<file path="src/sv/bvs_pkg.sv">
// Package of the value scanner: types, mode and register codes, character constants and helper functions.
// Depends on nothing.
`default_nettype none
package bvs_pkg;
   localparam int ADDR_BITS = 32;
   localparam int LEN_BITS  = 16;

   localparam logic [3:0] MODE_F64 = 4'd0;
   localparam logic [3:0] MODE_F32 = 4'd1;
   localparam logic [3:0] MODE_I64 = 4'd2;
   localparam logic [3:0] MODE_I32 = 4'd3;
   localparam logic [3:0] MODE_I16 = 4'd4;
   localparam logic [3:0] MODE_S8  = 4'd5;
   localparam logic [3:0] MODE_S16 = 4'd6;
   localparam logic [3:0] MODE_A8  = 4'd7;
   localparam logic [3:0] MODE_A16 = 4'd8;

   localparam logic [1:0] REG_MODE = 2'd0;
   localparam logic [1:0] REG_LOW  = 2'd1;
   localparam logic [1:0] REG_HIGH = 2'd2;
   localparam logic [1:0] REG_MIN  = 2'd3;

   localparam logic [7:0] CH_NUL = 8'h00;
   localparam logic [7:0] CH_TAB = 8'h09;
   localparam logic [7:0] CH_LF  = 8'h0A;
   localparam logic [7:0] CH_CR  = 8'h0D;

   typedef struct packed {
      logic [7:0] data_byte;
      logic       file_start;
   } req_type;

   typedef struct packed {
      logic [31:0] match_address;
      logic [15:0] match_length;
      logic [63:0] match_bits;
      logic        is_string;
   } rsp_type;

   typedef struct packed {
      logic [1:0]  index;
      logic [63:0] data;
   } csr_type;

   // Total order key for an IEEE double: larger key means larger value.
   function automatic logic [63:0] f64_key(input logic [63:0] x);
      f64_key = x[63] ? ~x : (x | 64'h8000_0000_0000_0000);
   endfunction

   function automatic logic f64_nan(input logic [63:0] x);
      f64_nan = (x[62:52] == 11'h7FF) && (x[51:0] != 52'd0);
   endfunction

   function automatic logic f64_zero(input logic [63:0] x);
      f64_zero = (x[62:0] == 63'd0);
   endfunction

   // a <= b for doubles, false if either is NaN; signed zeros are equal.
   function automatic logic f64_le(input logic [63:0] a, input logic [63:0] b);
      if (f64_nan(a) || f64_nan(b)) f64_le = 1'b0;
      else if (f64_zero(a) && f64_zero(b)) f64_le = 1'b1;
      else f64_le = (f64_key(a) <= f64_key(b));
   endfunction

   function automatic logic [31:0] f32_key(input logic [31:0] x);
      f32_key = x[31] ? ~x : (x | 32'h8000_0000);
   endfunction

   function automatic logic f32_nan(input logic [31:0] x);
      f32_nan = (x[30:23] == 8'hFF) && (x[22:0] != 23'd0);
   endfunction

   function automatic logic f32_le(input logic [31:0] a, input logic [31:0] b);
      if (f32_nan(a) || f32_nan(b)) f32_le = 1'b0;
      else if ((a[30:0] == 31'd0) && (b[30:0] == 31'd0)) f32_le = 1'b1;
      else f32_le = (f32_key(a) <= f32_key(b));
   endfunction

   // Sign-extend the low bytes of a value to 64 bits by width code.
   function automatic logic [63:0] sext_w(input logic [63:0] x, input logic [1:0] w);
      case (w)
         2'd0:    sext_w = {{48{x[15]}}, x[15:0]};
         2'd1:    sext_w = {{32{x[31]}}, x[31:0]};
         default: sext_w = x;
      endcase
   endfunction

   function automatic logic printable(input logic [7:0] b, input logic latin);
      printable = ((b >= 8'h20) && (b <= 8'h7E)) || (latin && (b >= 8'hA0));
   endfunction
endpackage
`default_nettype wire

</file>
<file path="src/sv/bvs_stream_if.sv">
// Valid/ready channel interfaces for the value scanner.
// Depends on bvs_pkg.
`default_nettype none
interface bvs_req_if import bvs_pkg::*; ();
   logic    valid;
   logic    ready;
   req_type payload;
   modport source (output valid, output payload, input ready);
   modport sink (input valid, input payload, output ready);
endinterface

interface bvs_rsp_if import bvs_pkg::*; ();
   logic    valid;
   logic    ready;
   rsp_type payload;
   modport source (output valid, output payload, input ready);
   modport sink (input valid, input payload, output ready);
endinterface

interface bvs_csr_if import bvs_pkg::*; ();
   logic    valid;
   logic    ready;
   csr_type payload;
   modport source (output valid, output payload, input ready);
   modport sink (input valid, input payload, output ready);
endinterface
`default_nettype wire

</file>
<file path="src/sv/binary_value_scanner.sv">
// Byte-stream number and string scanner, top level.
// Depends on bvs_pkg and the channel interfaces in bvs_stream_if.sv.
//
// Usage: bytes of a file enter on req_ (data_byte, file_start); file_start
// marks byte 0 of a new file and clears position and scan state. Each byte
// yields zero or one match on rsp_: start address, length, raw value bits
// and a string flag. The mode and the three 64-bit bounds are written on
// csr_ (index 0 mode, 1 low bound, 2 high bound, 3 minimum magnitude) by
// the user only while the block is idle; the block does not enforce this.
// csr_ready is always high. Latency: a match appears on rsp_ in the cycle
// after its last byte is accepted. Throughput: one byte per cycle while
// rsp_ is not stalled; all decisions for a byte are compares and counter
// updates between the scan state registers and the output register.
// Reset: synchronous, active high; clears configuration, scan state and output valid, mode 0.
// Stall: while rsp_ holds an untaken match, req_ready stays high only if
// the output register is free or is being taken in the same cycle, so no
// match is lost.
`default_nettype none
module binary_value_scanner import bvs_pkg::*; (
   input wire logic  clock,
   input wire logic  reset,
   bvs_req_if.sink   req,
   bvs_rsp_if.source rsp,
   bvs_csr_if.sink   csr
);
   logic [3:0]  mode_ff;
   logic [63:0] low_ff, high_ff, min_ff;
   logic [63:0] win_ff, win_in;
   logic [3:0]  fill_ff, fill_in;
   logic [ADDR_BITS-1:0] pos_ff, pos_in, start_ff, start_in;
   logic [LEN_BITS-1:0]  rlen_ff, rlen_in;
   logic        skip_ff, skip_in, held_ff, held_in;
   logic [7:0]  hbyte_ff, hbyte_in;
   logic        ovalid_ff;
   rsp_type     out_ff, out_in;
   logic        hit;
   logic        accept;

   assign csr.ready = 1'b1;
   assign req.ready = !ovalid_ff || rsp.ready;
   assign accept    = req.valid && req.ready;
   assign rsp.valid = ovalid_ff;
   assign rsp.payload = out_ff;

   // Configuration registers.
   always_ff @(posedge clock) begin
      if (reset) begin
         mode_ff <= MODE_F64;
         low_ff  <= '0;
         high_ff <= '0;
         min_ff  <= '0;
      end else if (csr.valid) begin
         case (csr.payload.index)
            REG_MODE: mode_ff <= csr.payload.data[3:0];
            REG_LOW:  low_ff  <= csr.payload.data;
            REG_HIGH: high_ff <= csr.payload.data;
            REG_MIN:  min_ff  <= csr.payload.data;
            default:  mode_ff <= mode_ff;
         endcase
      end
   end

   // Per-byte scan logic.
   always_comb begin
      logic [63:0] w0, raw, v, lo, hi, mn, mag, rawf;
      logic [3:0]  f0, wbytes;
      logic [ADDR_BITS-1:0] p0, st, nxt;
      logic [LEN_BITS-1:0]  rl;
      logic        sk, hd, latin, wide, unit_ok, good, term, numhit;
      logic [7:0]  ulo, uhi, hb;
      logic [1:0]  wc;
      logic [31:0] r32;

      win_in = win_ff; fill_in = fill_ff; pos_in = pos_ff; start_in = start_ff;
      rlen_in = rlen_ff; skip_in = skip_ff; held_in = held_ff; hbyte_in = hbyte_ff;
      out_in = out_ff; hit = 1'b0; unit_ok = 1'b0;

      w0 = win_ff; f0 = fill_ff; p0 = pos_ff; st = start_ff; rl = rlen_ff;
      sk = skip_ff; hd = held_ff; hb = hbyte_ff;
      if (req.payload.file_start) begin
         w0 = '0; f0 = '0; p0 = '0; st = '0; rl = '0; sk = 1'b0; hd = 1'b0; hb = '0;
      end
      w0 = {req.payload.data_byte, w0[63:8]};
      if (f0 < 4'd8) f0 = f0 + 4'd1;
      nxt = p0 + 1'b1;

      // Number modes.
      case (mode_ff)
         MODE_F64, MODE_I64: begin wbytes = 4'd8; wc = 2'd2; end
         MODE_F32, MODE_I32: begin wbytes = 4'd4; wc = 2'd1; end
         default:            begin wbytes = 4'd2; wc = 2'd0; end
      endcase
      case (wc)
         2'd0:    raw = {48'd0, w0[63:48]};
         2'd1:    raw = {32'd0, w0[63:32]};
         default: raw = w0;
      endcase
      v  = sext_w(raw, wc);
      lo = sext_w(low_ff, wc);
      hi = sext_w(high_ff, wc);
      mn = sext_w(min_ff, wc);
      mag = v[63] ? (64'd0 - v) : v;
      rawf = {1'b0, raw[62:0]};
      r32 = raw[31:0];
      case (mode_ff)
         MODE_F64: numhit = f64_le(low_ff, raw) && f64_le(raw, high_ff) &&
                            (f64_le(min_ff, rawf) || f64_zero(raw));
         MODE_F32: numhit = f32_le(low_ff[31:0], r32) && f32_le(r32, high_ff[31:0]) &&
                            (f32_le(min_ff[31:0], {1'b0, r32[30:0]}) ||
                             (r32[30:0] == 31'd0));
         default:  numhit = ($signed(lo) <= $signed(v)) && ($signed(v) <= $signed(hi)) &&
                            (mn[63] || (mag >= mn) || (v == 64'd0));
      endcase

      // String modes.
      wide  = (mode_ff == MODE_S16) || (mode_ff == MODE_A16);
      latin = (mode_ff == MODE_S8) || (mode_ff == MODE_S16);
      ulo = wide ? hb : req.payload.data_byte;
      uhi = wide ? req.payload.data_byte : 8'd0;
      good = printable(ulo, latin) && (uhi == 8'd0);
      term = (ulo == CH_NUL) || (ulo == CH_TAB) || (ulo == CH_LF) || (ulo == CH_CR);

      if (mode_ff <= MODE_I16) begin
         if (f0 >= wbytes && numhit) begin
            hit = 1'b1;
            out_in.match_address = p0 - ADDR_BITS'(wbytes - 4'd1);
            out_in.match_length  = 16'(wbytes);
            out_in.match_bits    = raw;
            out_in.is_string     = 1'b0;
         end
      end else if (mode_ff <= MODE_A16) begin
         unit_ok = 1'b1;
         if (wide && !hd) begin
            hd = 1'b1; hb = req.payload.data_byte; unit_ok = 1'b0;
         end else if (wide) begin
            hd = 1'b0;
         end
         if (unit_ok) begin
            if (sk) begin
               if (!good) begin
                  sk = 1'b0; rl = '0;
                  if (wide) begin st = p0; hd = 1'b1; hb = uhi; end
                  else st = nxt;
               end
            end else if (term) begin
               if (64'(rl) >= low_ff) begin
                  hit = 1'b1;
                  out_in.match_address = st;
                  out_in.match_length  = rl;
                  out_in.match_bits    = '0;
                  out_in.is_string     = 1'b1;
                  st = nxt; rl = '0;
               end else begin
                  rl = '0;
                  if (wide) begin st = p0; hd = 1'b1; hb = uhi; end
                  else st = nxt;
               end
            end else if (good && (64'(rl) < high_ff) && (rl != '1)) begin
               rl = rl + 1'b1;
            end else if (good) begin
               sk = 1'b1;
            end else begin
               rl = '0;
               if (wide) begin st = p0; hd = 1'b1; hb = uhi; end
               else st = nxt;
            end
         end
      end

      if (accept) begin
         win_in = w0; fill_in = f0; pos_in = nxt; start_in = st; rlen_in = rl;
         skip_in = sk; held_in = hd; hbyte_in = hb;
      end
   end

   // Scan state registers.
   always_ff @(posedge clock) begin
      if (reset) begin
         win_ff <= '0; fill_ff <= '0; pos_ff <= '0; start_ff <= '0;
         rlen_ff <= '0; skip_ff <= 1'b0; held_ff <= 1'b0; hbyte_ff <= '0;
      end else begin
         win_ff <= win_in; fill_ff <= fill_in; pos_ff <= pos_in; start_ff <= start_in;
         rlen_ff <= rlen_in; skip_ff <= skip_in; held_ff <= held_in; hbyte_ff <= hbyte_in;
      end
   end

   // Output register.
   always_ff @(posedge clock) begin
      if (reset) begin
         ovalid_ff <= 1'b0;
      end else if (accept) begin
         ovalid_ff <= hit;
      end else if (rsp.ready) begin
         ovalid_ff <= 1'b0;
      end
   end

   always_ff @(posedge clock) begin
      if (accept && hit) begin
         out_ff <= out_in;
      end
   end
endmodule
`default_nettype wire

</file>
<file path="src/flat_wrapper.sv">
// flat-port wrapper written by rule: the top's interface ports become plain ports
module binary_value_scanner_flat import bvs_pkg::*;
  (clock, reset, req_valid, req_payload, req_ready, rsp_valid, rsp_payload, rsp_ready, csr_valid, csr_payload, csr_ready);
  bvs_req_if req_i ();
  bvs_rsp_if rsp_i ();
  bvs_csr_if csr_i ();
  input wire logic clock;
  input wire logic reset;
  input wire logic [$bits(req_i.valid)-1:0] req_valid;
  input wire logic [$bits(req_i.payload)-1:0] req_payload;
  output wire logic [$bits(req_i.ready)-1:0] req_ready;
  output wire logic [$bits(rsp_i.valid)-1:0] rsp_valid;
  output wire logic [$bits(rsp_i.payload)-1:0] rsp_payload;
  input wire logic [$bits(rsp_i.ready)-1:0] rsp_ready;
  input wire logic [$bits(csr_i.valid)-1:0] csr_valid;
  input wire logic [$bits(csr_i.payload)-1:0] csr_payload;
  output wire logic [$bits(csr_i.ready)-1:0] csr_ready;
  assign req_i.valid = req_valid;
  assign req_i.payload = req_payload;
  assign req_ready = req_i.ready;
  assign rsp_valid = rsp_i.valid;
  assign rsp_payload = rsp_i.payload;
  assign rsp_i.ready = rsp_ready;
  assign csr_i.valid = csr_valid;
  assign csr_i.payload = csr_payload;
  assign csr_ready = csr_i.ready;
  binary_value_scanner u_core (.clock(clock), .reset(reset), .req(req_i), .rsp(rsp_i), .csr(csr_i));
endmodule
</file>
<file path="config.mk">
export PLATFORM = sky130hd
export DESIGN_NAME = binary_value_scanner_flat
export DESIGN_NICKNAME = d
export VERILOG_FILES = /design/src/sv/bvs_pkg.sv /design/src/sv/bvs_stream_if.sv /design/src/sv/binary_value_scanner.sv /design/src/flat_wrapper.sv
export SDC_FILE = /design/constraint.sdc
export NUM_CORES = 2
export LEC_CHECK = 0
export ABC_AREA = 1
export BUFFER_PORTS_ARGS = -buffer_cell sky130_fd_sc_hd__clkbuf_2
export CELL_PAD_IN_SITES_DETAIL_PLACEMENT = 1
export CELL_PAD_IN_SITES_GLOBAL_PLACEMENT = 1
export CORE_MARGIN = 2
export CORE_UTILIZATION = 45
export CTS_BUF_LIST = sky130_fd_sc_hd__clkbuf_8
export DETAILED_ROUTE_END_ITERATION = 10
export GPL_ROUTABILITY_DRIVEN = 1
export PLACE_DENSITY = 0.84
export SLEW_MARGIN = 20
export SYNTH_ARGS = -nofsm -noshare
export SYNTH_HDL_FRONTEND = slang
export SYNTH_SLANG_ARGS = --single-unit
</file>
<file path="constraint.sdc">
create_clock -name clock -period 8.78 [get_ports clock]
set_clock_uncertainty 0.2 [all_clocks]
set_input_delay 0.439 -clock clock [delete_from_list [all_inputs] [get_ports clock]]
set_output_delay 0.439 -clock clock [all_outputs]
set_load 0.01 [all_outputs]
</file>
After elaboration in Yosys (flattened, before gate mapping)
Cells that the tools add are included.

Add/subtract/negate cells: 6. $lt $le $gt $ge: 18. Equality and inequality tests: 24. Mux-type cells: 109. Bitwise gates (word level): 8. Reductions and logical operators: 82.

Operators by type and width (number): $mux 113 (7); $pmux 64 s2 (5); $mux 32 (15); $mux 64 (6); $le 64x64->1 (5); $not 64->64 (4); $logic_not 63->1 (4); $reduce_bool 52->1 (4); $mux 16 (8); $not 32->32 (4); $logic_not 31->1 (4); $mux 8 (13); $le 32x32->1 (3); $reduce_bool 23->1 (4); $ge 16x64->1 (1); $ge 64x64->1 (1); $logic_not 64->1 (1); $lt 16x64->1 (1); $sub 1x64->64 const A (1); $mux 1 (50); $eq 11x11->1 const B (4); $add 32x1->32 const B (1); $eq 8x8->1 const B (4); $sub 32x32->32 (1); other kinds (33) (96).

Bits in registers: 468. Input bits: 80. Output and inout port bits: 116. Word-level logic and storage cells: 264.

Logic depth before layout (Yosys ltp)
Depth in word-level cells: 19. Mapped depth: 41. Depth with buffers taken out: 39.

Worst setup path after synthesis
Ideal clock, no wire load.

Kind: input to register. Start: in req_payload[0]. End: reg u_core.out_ff (netlist bit u_core.rsp.payload[0]) (enable). Setup time: 0.467 ns. Arrival: 6.386 ns. Required time: 8.113 ns. Path slack: 1.727 ns. Stages: 36. Path buffers: 2. Cell sequence: buf_4 -> buf_6 -> nor2_1 -> a21oi_1 -> o21ai_1 -> inv_2 -> ha_1 -> nand4_1 -> nor2_2 -> nand3_2 -> nor2_4 -> nand2_2 -> inv_2 -> nand2_4 -> nor3b_4 -> nand2_2 -> nor2_4 -> nand2_2 -> nand2_1 -> xor2_1 -> inv_1 -> ha_1 -> nand2_1 -> nor3_1 -> nand3_1 -> nor3_1 -> nand2_1 -> nand3_1 -> nor2_1 -> nand2_1 -> nand4_1 -> nand3_1 -> nand2_1 -> nand2_1 -> nand2_1 -> inv_1.

Longest elaborated chain between the ends: 16. Elaborated cells on any way between the ends: 106. Those cells by class: add/sub: 2; order compare: 12; eq/ne: 7; mux: 42; bitwise: 2; reduce/logical: 41.

Ends and longest elaborated chain: start: declaration (RTL line flat_wrapper.sv:10) `input wire logic [$bits(req_i.payload)-1:0] req_payload;`; branches (longest 15 deep; another with $sub 1x64->64); $reduce_and 7->1 (no line) *; end signal: assignment (RTL line binary_value_scanner.sv:200) `out_ff <= out_in;`; end: declaration (RTL line binary_value_scanner.sv:35) `rsp_type out_ff, out_in;`.

Mark *: on every way between the ends. The select of a mux whose other input is x is not followed. A chain may end at the register's enable or synchronous reset.

Worst setup path after layout
Start: reg u_core.mode_ff[0]. End: reg u_core.out_ff (netlist bit u_core.rsp.payload[25]) (enable).

Longest elaborated chain between the ends: 19. Elaborated cells on any way between the ends: 113. Those cells by class: add/sub: 1; order compare: 12; eq/ne: 13; mux: 39; bitwise: 2; reduce/logical: 46.

Ends and longest elaborated chain: start: declaration (RTL line binary_value_scanner.sv:26) `logic [3:0] mode_ff;`; start signal: assignment (RTL line binary_value_scanner.sv:54) `REG_MODE: mode_ff <= csr.payload.data[3:0];`; start signal: assignment (RTL line binary_value_scanner.sv:58) `default: mode_ff <= mode_ff;`; branches (longest 18 deep; another with $sub 1x64->64); $reduce_and 7->1 (no line) *.

Marked as above.

==> impl_metrics.toml <==
[status]
status = "complete, no violations"

[worst_hold_path]
min_path_type = "in2reg"

[placed_design]
dpl-instance-area_sq_mm = 0.04415
portBuffers = 194
dpl.hpwl_um = 138200
gp_congestion = 0.9901

[routing]
dr.pass1.iters = 6
drc = 0
wl_met1_um = 78220
dr_wl_met2_um = 81150
met3_length_um = 13310
finalWirelength_um = 183000
routed.top_layer = "met5"
wl_per_cell_um = 23.98
via_count = 45130
ant_nets = 0
initialDrtViolationCount = 3969
avgViaCountPerCell = 5.914

[timing]
fin_setup_tns_ps = 0
finalCritPeriodShare = 0.9092
hold_violations = 0
slew_headroom = 0.2277
hold_slack_ps = 72.59
rsz0062_at_grt = "false"
fmax_mhz = 125.3
worstMarginPinSlew_ps = 1150
fin_crit_ps = 7983
slew_violations = 0
setup_viol_count_final = 0

[yosys]
ys.flop_type = "dfxtp_1"
yosysWarnings = 0
synth.avg_cell_area_sq_um = 6.842
netlist_area_sq_mm = 0.04234
ys_seq_elements = 460
yosysSeqAreaShare = 0.2442
synthCells = 6188
ys_types = 60
async_reset_ff_frac = 0
synth-edff-count = 113

[power_and_ir_drop]
p_seq_frac = 0.310
swShare = 0.4210
netSwitchingPower_mw = 3.344
intPower_mw = 4.599
p_leak_nw = 22.59
p_clk_frac = 0.303
peakVddDrop_uv = 120.0
combPwrFrac = 0.387
power_density_mw_per_mm2 = 170.0

[die]
rows = 112
dieArea_sq_mm = 0.09655
core-area_sq_mm = 0.09333
fp.dieH_um = 310.7
initial_core_util = 0.4536
io_pins = 196
dieWidth_um = 310.7

[global_routing]
grt_pass1_wl_um = 275600
grt_pass1_vias = 45880
grt_overflow = 0
track_usage = 0.3658
grt_antenna_before_repair = 9
grt_max_degree = 91

[layout]
area_growth_pct = 10.37
num-nets-final = 6914
design_area_sq_mm = 0.04673
layout-drive-gt1-share = 0.08657
fin_util = 0.5007

[clocking]
cts_buffer_depth = 3
cts_buffers = 88
htreeDepth = 3
ctsResizeCount = 0
cts_root_buf = "clkbuf_8"
clkLatencyLatePin_ps = 780
cts.sinks = 460
cts_tree = "done"
clkSlewWorstSetupHoldPaths_ps = 60

[setup_path]
slowest_stage = "dfxtp_1"
critPathBufInv = 6
max_stage_delay_ps = 810
critPathCaptureType = "flop"
critPathMaxFanout = 51
crit_required_ps = 8970
crit_top_cell = "nand2_1"
cp-start-kind = "flop"
critical_path_class = "reg2reg"
cp.arrival_ps = 8180
critical_path.top_delay_family = "simple AND/OR/NAND/NOR gates"

[flow_run]
drv_cap = 0
## metrics by stage
stage | instances | total power [mW] | worst slack [ps]
final | 7631 | 7.943 | 797.1
after global routing | 7631 | 8.376 | 239.2
after CTS | 7630 | 7.876 | 954.0
after detailed placement | 7401 | 5.447 | 1027
after global placement | 7400 | 5.304 | 1106
after floorplan | 6189 | 4.430 | 1727
## cells by family (layout without fill, tap and decap cells)
family	count (synthesis)	count (layout)	synth area share
compound gates	1472	1472	0.1830
simple gates	2221	2221	0.2285
xor+xnor	426	426	0.08813
buf+inv	1080	1267	0.09989
fa+ha+maj	528	528	0.1562
flops	460	460	0.2442
other cells	1	3	0.00008857
## registers in the layout (all words and copies together), names as in the netlist
register            count
u_core.rsp.valid        1
u_core.win_ff          56
u_core.rlen_ff         16
u_core.held_ff          1
u_core.min_ff          64
u_core.start_ff        32
u_core.rsp.payload    113
u_core.pos_ff          32
u_core.low_ff          64
u_core.high_ff         64
u_core.hbyte_ff         8
u_core.mode_ff          4
u_core.fill_ff          4
u_core.skip_ff          1
## Yosys cell counts (3+ instances only)
| library cell | n | area share |
|---|---|---|
| nor3b_1 | 6 | 0.0011 |
| or2_2 | 10 | 0.0015 |
| nand2_1 | 1015 | 0.090 |
| buf_6 | 14 | 0.0037 |
| nand2_4 | 3 | 0.00080 |
| nor4_1 | 33 | 0.0049 |
| xnor2_1 | 115 | 0.024 |
| o31ai_1 | 13 | 0.0023 |
| nand2_2 | 21 | 0.0031 |
| edfxtp_1 | 113 | 0.080 |
| xor2_1 | 311 | 0.064 |
| nor2_1 | 624 | 0.055 |
| nor3_1 | 85 | 0.010 |
| nor2_4 | 14 | 0.0037 |
| nor2_2 | 28 | 0.0041 |
| buf_1 | 32 | 0.0028 |
| o21a_1 | 42 | 0.0074 |
| a31oi_1 | 17 | 0.0025 |
| inv_1 | 751 | 0.067 |
| a21oi_4 | 5 | 0.0019 |
| dfxtp_1 | 347 | 0.16 |
| nand3b_1 | 5 | 0.00089 |
| o22ai_1 | 7 | 0.0010 |
| a31o_2 | 4 | 0.00083 |
| a21oi_1 | 643 | 0.076 |
| a211oi_1 | 6 | 0.0011 |
| clkbuf_1 | 217 | 0.019 |
| o21ai_0 | 669 | 0.079 |
| ha_1 | 527 | 0.16 |
| nor3_2 | 4 | 0.00095 |
| nand3_2 | 6 | 0.0014 |
| nand4_1 | 132 | 0.020 |
| o21bai_1 | 4 | 0.00071 |
| nand3_1 | 216 | 0.026 |
| buf_4 | 11 | 0.0020 |
| o211ai_1 | 19 | 0.0034 |
| buf_2 | 21 | 0.0025 |
| nand4_2 | 4 | 0.0012 |
| inv_2 | 31 | 0.0027 |
| a21o_1 | 8 | 0.0014 |
| o21ai_1 | 25 | 0.0030 |
| nand3_4 | 4 | 0.0017 |
| nor4_2 | 3 | 0.00089 |
## worst reg2reg max path: cells and delay by family (launching register included)
| family | cells | cell delay [ps] |
|---|---|---|
| AO/OA/AOI/OAI | 2 | 350 |
| adder cells (fa/ha/maj) | 2 | 470 |
| buffers and inverters | 6 | 1590 |
| flip-flops | 1 | 810 |
| AND/OR/NAND/NOR | 28 | 4160 |
## per-layer routing
layer  up-vias  global-route usage
met5         -                   0
met4         6              0.1959
met3       459             0.05978
met2      1746              0.5799
met1     22120              0.4759
li1      20800                   -
## repair_timing
item	4_1_cts	5_1_grt
hold endpoints to repair	204	0
buffers inserted	0	0
hold buffers	69	0
## power by group through the flow
stage / Sequential (mW) / Clock [mW] / Combinational [mW]
6_report: 2.46 / 2.41 / 3.08
5_1_grt: 2.47 / 2.52 / 3.39
4_1_cts: 2.45 / 2.42 / 3.01
3_5_place_dp: 2.50 / 0 / 2.95
3_3_place_gp: 2.49 / 0 / 2.81
2_1_floorplan: 2.44 / 0 / 1.98
## placed cells by master, fill, tap and decap left out, types with 9 or more instances in the layout
master,Yosys,routed
a21oi_1,643,643
a31oi_1,17,17
buf_4,11,60
bufinv_16,0,9
clkbuf_2,0,193
clkbuf_8,0,97
clkinv_1,2,9
clkinv_2,0,16
dfxtp_1,347,341
dlygate4sd3_1,0,69
edfxtp_1,113,113
ha_1,527,527
inv_1,751,766
inv_2,31,33
nand2_1,1015,1013
nand2_2,21,21
nand3_1,216,215
nand4_1,132,132
nor2_1,624,622
nor2_2,28,28
nor2_4,14,16
nor3_1,85,83
nor4_1,33,32
o211ai_1,19,19
o21a_1,42,42
o21ai_0,669,668
o21ai_1,25,24
o31ai_1,13,13
or2_2,10,10
xnor2_1,115,115
xor2_1,311,311
## area by class of cell
class                           instances  area (sq um)
Tap cell                             1254          1569
Multi-Input combinational cell       4649         27850
Inverter                              785          2964
Antenna cell                            1         2.502
Timing Repair Buffer                  322          2107
Clock inverter                         63         550.5
Fill cell                           12380         46600
Clock buffer                           97          1335
Sequential cell                       460         10350
## final timing paths
check        depth (start not counted)  slack (ps)                     end         startpoint
max                                 38         800  u_core.rsp.payload[25]  u_core.mode_ff[0]
min                                  5          70        u_core.rsp.valid          req_valid
max reg2reg                         38         800  u_core.rsp.payload[25]  u_core.mode_ff[0]
min reg2reg                          2         260       u_core.win_ff[56]  u_core.win_ff[56]
No activity file was read; power rests on OpenSTA's default activity.
